===== src/hdl/asgr_pkg.sv =====
// Shared types, constants and the colour remap function of the ANSI SGR escape parser.
`default_nettype none
package asgr_pkg;

   // Parser states; the unused code behaves as ground.
   typedef enum logic [1:0] {
      ST_GROUND = 2'd0,
      ST_ESCAPE = 2'd1,
      ST_PARAM  = 2'd2
   } parse_state_type;

   // Configuration register indexes.
   localparam logic [1:0] CSR_RED    = 2'd0;
   localparam logic [1:0] CSR_YELLOW = 2'd1;
   localparam logic [1:0] CSR_BLUE   = 2'd2;
   localparam logic [1:0] CSR_CYAN   = 2'd3;

   // Result kinds.
   localparam logic KIND_CHAR   = 1'b0;
   localparam logic KIND_COLOUR = 1'b1;

   // Bytes and numbers of interest.
   localparam logic [7:0] BYTE_ESC    = 8'h1B;
   localparam logic [7:0] BYTE_LBRACK = 8'h5B;
   localparam logic [7:0] BYTE_SEMI   = 8'h3B;
   localparam logic [7:0] BYTE_M      = 8'h6D;
   localparam logic [7:0] BYTE_ZERO   = 8'h30;
   localparam logic [7:0] PARAM_BRIGHT = 8'd1;
   localparam logic [7:0] PARAM_FG_LO  = 8'd30;
   localparam logic [7:0] PARAM_BG_LO  = 8'd40;
   localparam logic [3:0] DEF_FG      = 4'h7;
   localparam logic [3:0] DEF_BG      = 4'h0;
   localparam logic [2:0] DEF_FG_CODE = 3'd7;
   localparam logic [2:0] DEF_BG_CODE = 3'd0;
   localparam logic [3:0] BRIGHT_BIT  = 4'h8;
   localparam logic [7:0] ACC_MAX     = 8'd255;

   // Colour remap table written through the configuration port.
   typedef struct packed {
      logic [3:0] red;
      logic [3:0] yellow;
      logic [3:0] blue;
      logic [3:0] cyan;
   } colour_map_type;

   // One result beat.
   typedef struct packed {
      logic       kind;
      logic [7:0] character;
      logic [3:0] foreground;
      logic [3:0] background;
   } result_type;

   // Maps an ANSI colour code to a display colour index.
   function automatic logic [3:0] remap(input logic [2:0] code, input colour_map_type cmap);
      logic [3:0] colour;
      case (code)
         3'd1: colour = cmap.red;
         3'd3: colour = cmap.yellow;
         3'd4: colour = cmap.blue;
         3'd6: colour = cmap.cyan;
         default: colour = {1'b0, code};
      endcase
      return colour;
   endfunction

endpackage
`default_nettype wire


===== src/hdl/asgr_csr.sv =====
// Configuration registers holding the colour remap table.
`default_nettype none
module asgr_csr (
   input  wire logic                    clock,
   input  wire logic                    reset,
   input  wire logic                    csr_wen,
   input  wire logic [1:0]              csr_addr,
   input  wire logic [3:0]              csr_wdata,
   output asgr_pkg::colour_map_type     cmap
);
   import asgr_pkg::*;

   colour_map_type cmap_ff, cmap_in;

   // Decode the write into the addressed register.
   always_comb begin
      cmap_in = cmap_ff;
      if (csr_wen) begin
         case (csr_addr)
            CSR_RED:    cmap_in.red    = csr_wdata;
            CSR_YELLOW: cmap_in.yellow = csr_wdata;
            CSR_BLUE:   cmap_in.blue   = csr_wdata;
            CSR_CYAN:   cmap_in.cyan   = csr_wdata;
            default:    cmap_in = cmap_ff;
         endcase
      end
   end

   always_ff @(posedge clock) begin
      if (reset) begin
         cmap_ff <= '{red: 4'd4, yellow: 4'd6, blue: 4'd1, cyan: 4'd3};
      end else begin
         cmap_ff <= cmap_in;
      end
   end

   assign cmap = cmap_ff;

endmodule
`default_nettype wire


===== src/hdl/asgr_parser.sv =====
// Input register, parser state and the single-pass step logic.
`default_nettype none
module asgr_parser (
   input  wire logic                    clock,
   input  wire logic                    reset,
   input  wire logic                    req_tvalid,
   output logic                         req_tready,
   input  wire logic [7:0]              req_tdata,
   input  wire asgr_pkg::colour_map_type cmap,
   input  wire logic                    res_ready,
   output logic                         res_valid,
   output asgr_pkg::result_type         res
);
   import asgr_pkg::*;

   logic            in_valid_ff, in_valid_in;
   logic [7:0]      in_byte_ff;
   logic            advance;

   parse_state_type state_ff, state_in;
   logic [7:0]      acc_ff, acc_in;
   logic            fdone_ff, fdone_in;
   logic            fzero_ff, fzero_in;
   logic            bright_ff, bright_in;
   logic [2:0]      pfg_ff, pfg_in;
   logic [2:0]      pbg_ff, pbg_in;
   logic [3:0]      cur_fg_ff, cur_fg_in;
   logic [3:0]      cur_bg_ff, cur_bg_in;

   logic [11:0]     acc_next;
   logic [7:0]      fg_diff, bg_diff;
   logic            f_done, f_zero, f_bright;
   logic [2:0]      f_pfg, f_pbg;
   logic [3:0]      f_fg, f_bg;
   logic            has_res;

   // The input register moves on whenever the result side can take a beat.
   assign advance     = in_valid_ff && res_ready;
   assign req_tready  = !in_valid_ff || advance;
   assign in_valid_in = (req_tvalid && req_tready) || (in_valid_ff && !advance);

   always_ff @(posedge clock) begin
      if (reset) begin
         in_valid_ff <= 1'b0;
      end else begin
         in_valid_ff <= in_valid_in;
      end
   end

   always_ff @(posedge clock) begin
      if (req_tvalid && req_tready) begin
         in_byte_ff <= req_tdata;
      end
   end

   // Decimal fold of one digit: acc * 10 + digit, saturated later.
   assign acc_next = {1'b0, acc_ff, 3'b000} + {3'b000, acc_ff, 1'b0}
                     + {4'b0000, in_byte_ff - BYTE_ZERO};
   assign fg_diff  = acc_ff - PARAM_FG_LO;
   assign bg_diff  = acc_ff - PARAM_BG_LO;

   // Parameter completion: fold the collected value into the flags and form the colours.
   always_comb begin
      f_done   = fdone_ff;
      f_zero   = fzero_ff;
      f_bright = bright_ff;
      f_pfg    = pfg_ff;
      f_pbg    = pbg_ff;
      if (!fdone_ff) begin
         f_done = 1'b1;
         f_zero = (acc_ff == 8'd0);
      end
      if (acc_ff == PARAM_BRIGHT) begin
         f_bright = 1'b1;
      end
      if (acc_ff inside {[8'd30:8'd37]}) begin
         f_pfg = fg_diff[2:0];
      end
      if (acc_ff inside {[8'd40:8'd47]}) begin
         f_pbg = bg_diff[2:0];
      end
      if (f_zero) begin
         f_fg = DEF_FG;
         f_bg = DEF_BG;
      end else begin
         f_fg = remap(f_pfg, cmap);
         f_bg = remap(f_pbg, cmap);
         if (f_bright) begin
            f_fg = f_fg | BRIGHT_BIT;
            f_bg = f_bg | BRIGHT_BIT;
         end
      end
   end

   // Next state and result for the byte in the input register.
   always_comb begin
      state_in  = state_ff;
      acc_in    = acc_ff;
      fdone_in  = fdone_ff;
      fzero_in  = fzero_ff;
      bright_in = bright_ff;
      pfg_in    = pfg_ff;
      pbg_in    = pbg_ff;
      cur_fg_in = cur_fg_ff;
      cur_bg_in = cur_bg_ff;
      has_res   = 1'b0;
      res       = '{kind: KIND_CHAR, character: in_byte_ff,
                    foreground: cur_fg_ff, background: cur_bg_ff};
      case (state_ff)
         ST_ESCAPE: begin
            if (in_byte_ff == BYTE_LBRACK) begin
               state_in  = ST_PARAM;
               acc_in    = 8'd0;
               fdone_in  = 1'b0;
               fzero_in  = 1'b0;
               bright_in = 1'b0;
               pfg_in    = DEF_FG_CODE;
               pbg_in    = DEF_BG_CODE;
            end else begin
               state_in = ST_GROUND;
            end
         end
         ST_PARAM: begin
            if (in_byte_ff inside {[8'h30:8'h39]}) begin
               acc_in = (acc_next > {4'b0000, ACC_MAX}) ? ACC_MAX : acc_next[7:0];
            end else begin
               acc_in    = 8'd0;
               fdone_in  = f_done;
               fzero_in  = f_zero;
               bright_in = f_bright;
               pfg_in    = f_pfg;
               pbg_in    = f_pbg;
               if (in_byte_ff != BYTE_SEMI) begin
                  state_in = ST_GROUND;
                  if (in_byte_ff == BYTE_M) begin
                     cur_fg_in = f_fg;
                     cur_bg_in = f_bg;
                     has_res   = 1'b1;
                     res       = '{kind: KIND_COLOUR, character: 8'd0,
                                   foreground: f_fg, background: f_bg};
                  end
               end
            end
         end
         default: begin
            // Ground, and the unused code that behaves as ground.
            if (in_byte_ff == BYTE_ESC) begin
               state_in = ST_ESCAPE;
            end else begin
               state_in = ST_GROUND;
               has_res  = 1'b1;
            end
         end
      endcase
   end

   assign res_valid = advance && has_res;

   // Parser state registers update once per consumed beat.
   always_ff @(posedge clock) begin
      if (reset) begin
         state_ff  <= ST_GROUND;
         acc_ff    <= 8'd0;
         fdone_ff  <= 1'b0;
         fzero_ff  <= 1'b0;
         bright_ff <= 1'b0;
         pfg_ff    <= DEF_FG_CODE;
         pbg_ff    <= DEF_BG_CODE;
         cur_fg_ff <= DEF_FG;
         cur_bg_ff <= DEF_BG;
      end else if (advance) begin
         state_ff  <= state_in;
         acc_ff    <= acc_in;
         fdone_ff  <= fdone_in;
         fzero_ff  <= fzero_in;
         bright_ff <= bright_in;
         pfg_ff    <= pfg_in;
         pbg_ff    <= pbg_in;
         cur_fg_ff <= cur_fg_in;
         cur_bg_ff <= cur_bg_in;
      end
   end

endmodule
`default_nettype wire


===== src/hdl/asgr_out_reg.sv =====
// Result register driving the master-side stream.
`default_nettype none
module asgr_out_reg (
   input  wire logic              clock,
   input  wire logic              reset,
   input  wire logic              res_valid,
   input  wire asgr_pkg::result_type res,
   output logic                   res_ready,
   output logic                   rsp_tvalid,
   input  wire logic              rsp_tready,
   output logic [15:0]            rsp_tdata,
   output logic                   rsp_tuser
);
   import asgr_pkg::*;

   logic       out_valid_ff, out_valid_in;
   result_type out_ff;

   // A new beat may be loaded when the register is empty or being drained.
   assign res_ready    = !out_valid_ff || rsp_tready;
   assign out_valid_in = res_valid || (out_valid_ff && !rsp_tready);

   always_ff @(posedge clock) begin
      if (reset) begin
         out_valid_ff <= 1'b0;
      end else begin
         out_valid_ff <= out_valid_in;
      end
   end

   always_ff @(posedge clock) begin
      if (res_valid) begin
         out_ff <= res;
      end
   end

   assign rsp_tvalid = out_valid_ff;
   assign rsp_tdata  = {out_ff.background, out_ff.foreground, out_ff.character};
   assign rsp_tuser  = out_ff.kind;

endmodule
`default_nettype wire


===== src/hdl/ansi_sgr_escape_parser_top.sv =====
// Top level of the ANSI SGR colour escape parser.
`default_nettype none
// Takes one terminal byte per beat and sustains one beat per cycle unless the
// result side stalls: each byte passes an input register, a single combinational
// step of the parser state machine, and the result register; a printable byte
// or a colour update is offered on the result side after both registers, later
// only while back-pressure holds the result register full. ESC opens an escape,
// ESC '[' opens a control sequence with ';'-separated decimal parameters
// (saturating at 255), and a final 'm' applies the colour rules; escapes and
// sequences otherwise produce no beat. The remap table for ANSI colours 1, 3, 4
// and 6 is written through the csr port, and should only be written while the
// parser is idle.
module ansi_sgr_escape_parser_top (
   input  wire logic        clock,
   input  wire logic        reset,
   input  wire logic        req_tvalid,
   output logic             req_tready,
   input  wire logic [7:0]  req_tdata,   // [7:0] byte_in
   output logic             rsp_tvalid,
   input  wire logic        rsp_tready,
   output logic [15:0]      rsp_tdata,   // [7:0] character, [11:8] foreground,
                                         // [15:12] background
   output logic             rsp_tuser,   // [0] result_kind
   input  wire logic        csr_wen,
   input  wire logic [1:0]  csr_addr,
   input  wire logic [3:0]  csr_wdata
);
   import asgr_pkg::*;

   colour_map_type cmap;
   result_type     res;
   logic           res_valid;
   logic           res_ready;

   // Colour remap registers.
   asgr_csr u_csr (
      .clock     (clock),
      .reset     (reset),
      .csr_wen   (csr_wen),
      .csr_addr  (csr_addr),
      .csr_wdata (csr_wdata),
      .cmap      (cmap)
   );

   // Parser step.
   asgr_parser u_parser (
      .clock      (clock),
      .reset      (reset),
      .req_tvalid (req_tvalid),
      .req_tready (req_tready),
      .req_tdata  (req_tdata),
      .cmap       (cmap),
      .res_ready  (res_ready),
      .res_valid  (res_valid),
      .res        (res)
   );

   // Result register.
   asgr_out_reg u_out (
      .clock      (clock),
      .reset      (reset),
      .res_valid  (res_valid),
      .res        (res),
      .res_ready  (res_ready),
      .rsp_tvalid (rsp_tvalid),
      .rsp_tready (rsp_tready),
      .rsp_tdata  (rsp_tdata),
      .rsp_tuser  (rsp_tuser)
   );

endmodule
`default_nettype wire


===== config.mk =====
export PLATFORM = sky130hd
export DESIGN_NAME = ansi_sgr_escape_parser_top
export DESIGN_NICKNAME = d
export VERILOG_FILES = /design/src/hdl/asgr_pkg.sv /design/src/hdl/asgr_csr.sv /design/src/hdl/asgr_parser.sv /design/src/hdl/asgr_out_reg.sv /design/src/hdl/ansi_sgr_escape_parser_top.sv
export SDC_FILE = /design/constraint.sdc
export NUM_CORES = 1
export LEC_CHECK = 0
export ABC_AREA = 1
export BUFFER_PORTS_ARGS = -buffer_cell sky130_fd_sc_hd__clkbuf_2
export CELL_PAD_IN_SITES_DETAIL_PLACEMENT = 1
export CELL_PAD_IN_SITES_GLOBAL_PLACEMENT = 1
export CORE_MARGIN = 3
export CORE_UTILIZATION = 45
export DETAILED_ROUTE_END_ITERATION = 10
export GPL_TIMING_DRIVEN = 0
export PLACE_DENSITY = 0.86
export SYNTH_ARGS = -nofsm -noshare
export SYNTH_HDL_FRONTEND = slang
export SYNTH_SLANG_ARGS = --single-unit

===== constraint.sdc =====
create_clock -name clock -period 5.4 [get_ports clock]
set_input_delay 0 -clock clock [delete_from_list [all_inputs] [get_ports clock]]
set_output_delay 0 -clock clock [all_outputs]
set_load 0.03 [all_outputs]

---- After elaboration in Yosys (flattened, before gate mapping) ----
Index checks and enable logic that the tools add are counted.
storage, ports and cells
  register bits after elaboration ......... 70
  input port bits ......................... 19
  output and inout port bits .............. 19
  word-level logic and storage cells ...... 125
operators by class
  add/subtract/negate cells ............... 5
  $lt $le $gt $ge ......................... 7
  eq/ne operators ......................... 21
  mux-type cells .......................... 41
  bitwise operators ....................... 3
  reduce and logical (&&, ||, !) cells .... 28
operators with widths
  operator               number
  $mux W16               3
  $pmux W4 S4            2
  $le A8 B6 Y1 const B   3
  $mux W8                3
  $mux W3                6
  $mux W17               1
  $eq A8 B7 Y1 const B   2
  $ge A8 B6 Y1 const B   2
  $mux W4                4
  $pmux W8 S2            1
  $add A11 B9 Y12        1
  $add A12 B8 Y12        1
  $eq A3 B3 Y1 const B   4
  $gt A12 B8 Y1 const B  1
  $pmux W3 S2            2
  $mux W1                11
  $eq A8 B1 Y1 const B   1
  $eq A8 B5 Y1 const B   1
  $ge A8 B5 Y1 const B   1
  $logic_and A1 B1 Y1    8
  $logic_not A8 Y1       1
  $ne A8 B6 Y1 const B   1
  $pmux W1 S2            4
  $reduce_and A2 Y1      4
  20 further kinds       37

---- Logic depth before layout (Yosys ltp) ----
  depth after elaboration ................. 11
  mapped depth ............................ 16

---- Modules after synthesis ----
A second synthesis with hierarchy kept.
second synthesis, totals
  cells, all modules ...................... 514
  area total of the unflattened synthesis .. 4028.9 sq um
modules (own cells, without submodules)
  module        times used  cells an instance  area an instance (sq um)  sequential area each (sq um)
  asgr_parser   1           396                2803.9                    800.8
  asgr_csr      1           96                 671.9                     320.3
  asgr_out_reg  1           22                 553.0                     530.5

---- Least setup slack after synthesis ----
Ideal clock, no wire load.
  path type ............................... register to register
  start ................................... reg u_parser.in_byte_ff[4]
  end ..................................... reg u_parser.acc_ff[4]
  setup time .............................. 0.132 ns
  arrival time ............................ 2.708 ns
  data required time ...................... 5.268 ns
  path slack .............................. 2.559 ns
  stages on the path, launching flop included .. 16
  buffers on the path ..................... 0
  period minus slack after synthesis ...... 2.841 ns
  path through ............................ edfxtp_1 > inv_1 > ha_1 > fa_1 > inv_1 > ha_1 > a21oi_1 > o21ai_1 > nand2_1 > nand2_1 > a21oi_1 > nor2_1 > nor3_2 > nand2_1 > o21ai_0 > a21oi_1
on the way
  longest elaborated chain between the ends .. 6
  elaborated cells on any way between the ends .. 12
  classes of those cells .................. add/sub (2); order compare (3); eq/ne (2); mux (3); reduce/logical (2)
RTL lines
  what                    line                RTL
  from (decl)             asgr_parser.sv:17   logic [7:0] in_byte_ff;
  from (signal assigned)  asgr_parser.sv:52   in_byte_ff <= req_tdata;
  $sub A8 B6 Y8           asgr_parser.sv:58   + {4'b0000, in_byte_ff - BYTE_ZERO};
  $add A12 B8 Y12         asgr_parser.sv:58
  $gt A12 B8 Y1           asgr_parser.sv:125  acc_in = (acc_next > {4'b0000, ACC_MAX}) ? ACC_MAX : acc_next[7:0];
  $mux W8                 asgr_parser.sv:125
  $mux W8                 asgr_parser.sv:124  if (in_byte_ff inside {[8'h30:8'h39]}) begin
  $pmux W8 S2             asgr_parser.sv:109  case (state_ff)
  to (signal assigned)    asgr_parser.sv:173  acc_ff <= acc_in;
  to (decl)               asgr_parser.sv:21   logic [7:0] acc_ff, acc_in;
Parallel ways exist; a longest one is shown, timed or not.
A chain may end at the register's enable or synchronous reset.

---- Worst setup path in the final report ----
  start ................................... reg u_parser.in_byte_ff[4]
  end ..................................... reg u_parser.acc_ff[0]
The elaborated chain is that of the path after synthesis.

==> results.toml <==
[status]
status = "finished, final reports clean"

[timing]
finalWorstPathRequiredPeriod_ns = 3.56
drv_slew = 0
setup_viol = 0
skew_ns = 0.0109
max_clock_freq_ghz = 0.281
totalNegativeSetupSlack_ns = 0
grt_setup_unrepaired = "no"
timing.slew.headroom_pct = 38.1
layout_worst_path_cycle_share_pct = 66.0
timing.final.hold_violations = 0
actual_transition_at_the_worst_max_transition_pin_ns = 0.921

[detailed_routing]
routed_via_density = 5.61
drt.antenna.violating_nets = 0
routed_via_count = 3840
drt_wl_total_microns = 12900
drt_iter0_markers = 168
drt_first_pass_iters = 5
route.detailed.drc = 0
drt-wirelength-per-cell_microns = 18.8

[clock_network]
tritoncts_clock_tree = "built"
postCtsSetupRepairBufs = 0
cts_root_buffer = "sky130_fd_sc_hd__clkbuf_8"
cts_made_buffers = 9
worst_setup_hold_path_clk_slew_ns = 0.08
htreeDepth = 3
clk_path_buf_depth = 2
clock-sinks = 70
insertion_delay_ns = 0.36
postCtsResizedCells = 0

[logic_synthesis]
synth-warning-count = 0
netlist_area_sq_um = 3970
yosys.area.top_type_share_pct = 22.7
synth_async_sr_flop_share_pct = 0
synthCells = 509
synthFlopType = "sky130_fd_sc_hd__dfxtp_1"
synth.lib_cells_used.distinct = 39
syn_nets = 551
synth_area_leader_cell = "sky130_fd_sc_hd__dfxtp_1"
synth.ff_latch_count = 70
syn_area_per_cell_sq_um = 7.80
seq_area_frac_synth_pct = 41.6
synth_top_cells_by_area = "sky130_fd_sc_hd__dfxtp_1 23%, sky130_fd_sc_hd__edfxtp_1 19%, sky130_fd_sc_hd__nand2_1 11%"
synth-edff-count = 25

[floorplan]
floorplan.core_area_sq_um = 8380
fp.dieArea_sq_um = 9990
die_height_microns = 99.9
initial_core_utilization_pct = 47.4
io-pin-count = 38
die_x_extent_microns = 99.9
rows = 33

[grt]
grt_antenna_before_repair = 1
grt_util_all_layers_pct = 27.3
grt_first_pass_wirelength_microns = 21300
residual_overflow_from_global_routing = 0
grt_max_degree = 18
first_global_vias = 4203

[min_path]
min_path_type = "in2reg"
hp-start = "csr_addr[1]"

[pwr]
max-vdd-ir-drop_mv = 0.179
power.density_cell_area_nw_per_um2 = 255
power_leakage_uw = 0.00202

[setup_path]
cp_data_required_time_ns = 5.61
path_class = "reg2reg"
crit_path_start_kind = "flop"
worst-endpoint-arrival_ns = 3.77
critical_path.max_fanout = 5
r2r_setup_slk_ns = 1.84
timing.critical_path.from = "u_parser.in_byte_ff[4]$_DFFE_PP_"
worstSetupEndpointType = "flop"
r2r_start = "u_parser.in_byte_ff[4]$_DFFE_PP_"

[final_layout]
drive_above_1_share_pct = 18.1
final_cell_mix = "112 x sky130_fd_sc_hd__nand2_1, 72 x sky130_fd_sc_hd__inv_1, 49 x sky130_fd_sc_hd__a21oi_1"
layout.cells.most_common = "sky130_fd_sc_hd__nand2_1"
fillCellCount = 1053
num-nets-final = 616
synthToLayoutAreaGrowth_pct = 18.3
final_core_utilization_pct = 56.1

[placed_design]
globalplace.congestion = 0.844
post_dp_hpwl_microns = 8790
placement.io_buffers = 37

[flow_run]
drv_cap = 0
==> state kept, by name, summed over array words and instances (netlist names) <==
signal and flops:
u_csr.cmap 16, u_out.rsp_tdata 16, u_out.rsp_tuser 1, u_out.rsp_tvalid 1, u_parser.acc_ff 8, u_parser.bright_ff 1, u_parser.cur_bg_ff 4, u_parser.cur_fg_ff 4
u_parser.fdone_ff 1, u_parser.fzero_ff 1, u_parser.in_byte_ff 8, u_parser.in_valid_ff 1, u_parser.pbg_ff 3, u_parser.pfg_ff 3, u_parser.state_ff 2
==> synth_stat cells (all sizes together) (4+ instances only) <==
| cell | count |
|---|---|
| nand3 | 33 |
| ha | 17 |
| xor2 | 4 |
| dfxtp | 45 |
| inv | 79 |
| nor3 | 10 |
| clkbuf | 7 |
| nand2 | 131 |
| or2 | 4 |
| o21ai | 36 |
| fa | 6 |
| edfxtp | 25 |
| nor2 | 41 |
| a21oi | 49 |
==> area by class of cell <==
class,instances,area (sq um),area share (%)
clock buffers,13,193,4.10
clock inverters,3,46.3,0.985
repair buffers,54,355,7.56
inverters,79,297,6.31
multi-input cells,351,1990,42.3
flip-flops and latches,70,1650,35.1
well taps,105,131,2.80
plain buffers,9,36.3,0.772
diodes,1,2.50,0.0532
==> critical path: stages, from the launching register on <==
cell and delay (ns):
sky130_fd_sc_hd__edfxtp_1 0.49, sky130_fd_sc_hd__inv_1 0.13, sky130_fd_sc_hd__ha_1 0.35, sky130_fd_sc_hd__fa_1 0.51
sky130_fd_sc_hd__inv_1 0.05, sky130_fd_sc_hd__ha_1 0.39, sky130_fd_sc_hd__nand2_1 0.13, sky130_fd_sc_hd__o21ai_1 0.26
sky130_fd_sc_hd__nand2_1 0.08, sky130_fd_sc_hd__nand2_1 0.07, sky130_fd_sc_hd__a21oi_1 0.07, sky130_fd_sc_hd__nand2_1 0.06
sky130_fd_sc_hd__nand2_1 0.06, sky130_fd_sc_hd__nor3_2 0.25, sky130_fd_sc_hd__nand2_1 0.20, sky130_fd_sc_hd__o21ai_0 0.21
sky130_fd_sc_hd__a21oi_1 0.11
==> cells by family (layout without fill, tap and decap cells) <==
group                    count (synthesis)  count (layout)  synth area share, %
AO/OA/AOI/OAI                           96              96                 13.0
XOR/XNOR                                 6               6                 1.32
adder cells (fa/ha/maj)                 23              23                 8.38
buffers and inverters                   88             158                 8.38
flip-flops                              70              70                 41.6
other                                    0               1                    0
AND/OR/NAND/NOR                        226             226                 27.3
==> final timing paths <==
kind,end,cells past startpoint
worst max-delay path,u_parser.acc_ff[0]$_SDFFE_PP0P_,16
worst min-delay path,u_csr.cmap[10]$_SDFFE_PP1P_,4
worst max register to register,u_parser.acc_ff[0]$_SDFFE_PP0P_,16
worst min register to register,u_parser.bright_ff$_SDFFE_PP0P_,2
==> metal layers <==
layer | track usage [%] | wire length (microns) | up-vias
met3 | 4.73 | 561 | 54
met4 | 15.4 | 617 | 0
met1 | 32.2 | 5290 | 1869
met5 | 0 | 0 | -
met2 | 46.9 | 6390 | 130
li1 | - | - | 1787
==> stage by stage <==
stage / total power, uW / worst slack (ns) / hold WS [ns] / instances / cell area [sq um]
after global placement: 681 / 2.22 / 0.178 / 651 / 4290
after detailed placement: 688 / 1.97 / 0.180 / 651 / 4290
after global routing: 1230 / 1.55 / 0.0431 / 685 / 4700
after floorplan: 650 / 2.56 / 0.0989 / 509 / 3970
final: 1200 / 1.84 / 0.0239 / 685 / 4700
after CTS: 1190 / 1.91 / 0.0116 / 684 / 4700
==> repair_timing <==
action | in CTS | in global routing
setup endpoints to repair | 0 | 0
hold buffers | 17 | 0
endpoints found under the hold margin | 24 | 0
==> where the power goes <==
part           internal [uW]  switching [uW]  total (uW)  leakage (uW)
Sequential               564            14.1         578      0.000590
Clock                    285             221         506      0.000119
Combinational           38.2            75.8         114       0.00131
Total                    888             311        1200       0.00202
Note: power is estimated with default switching activity, not from simulation.
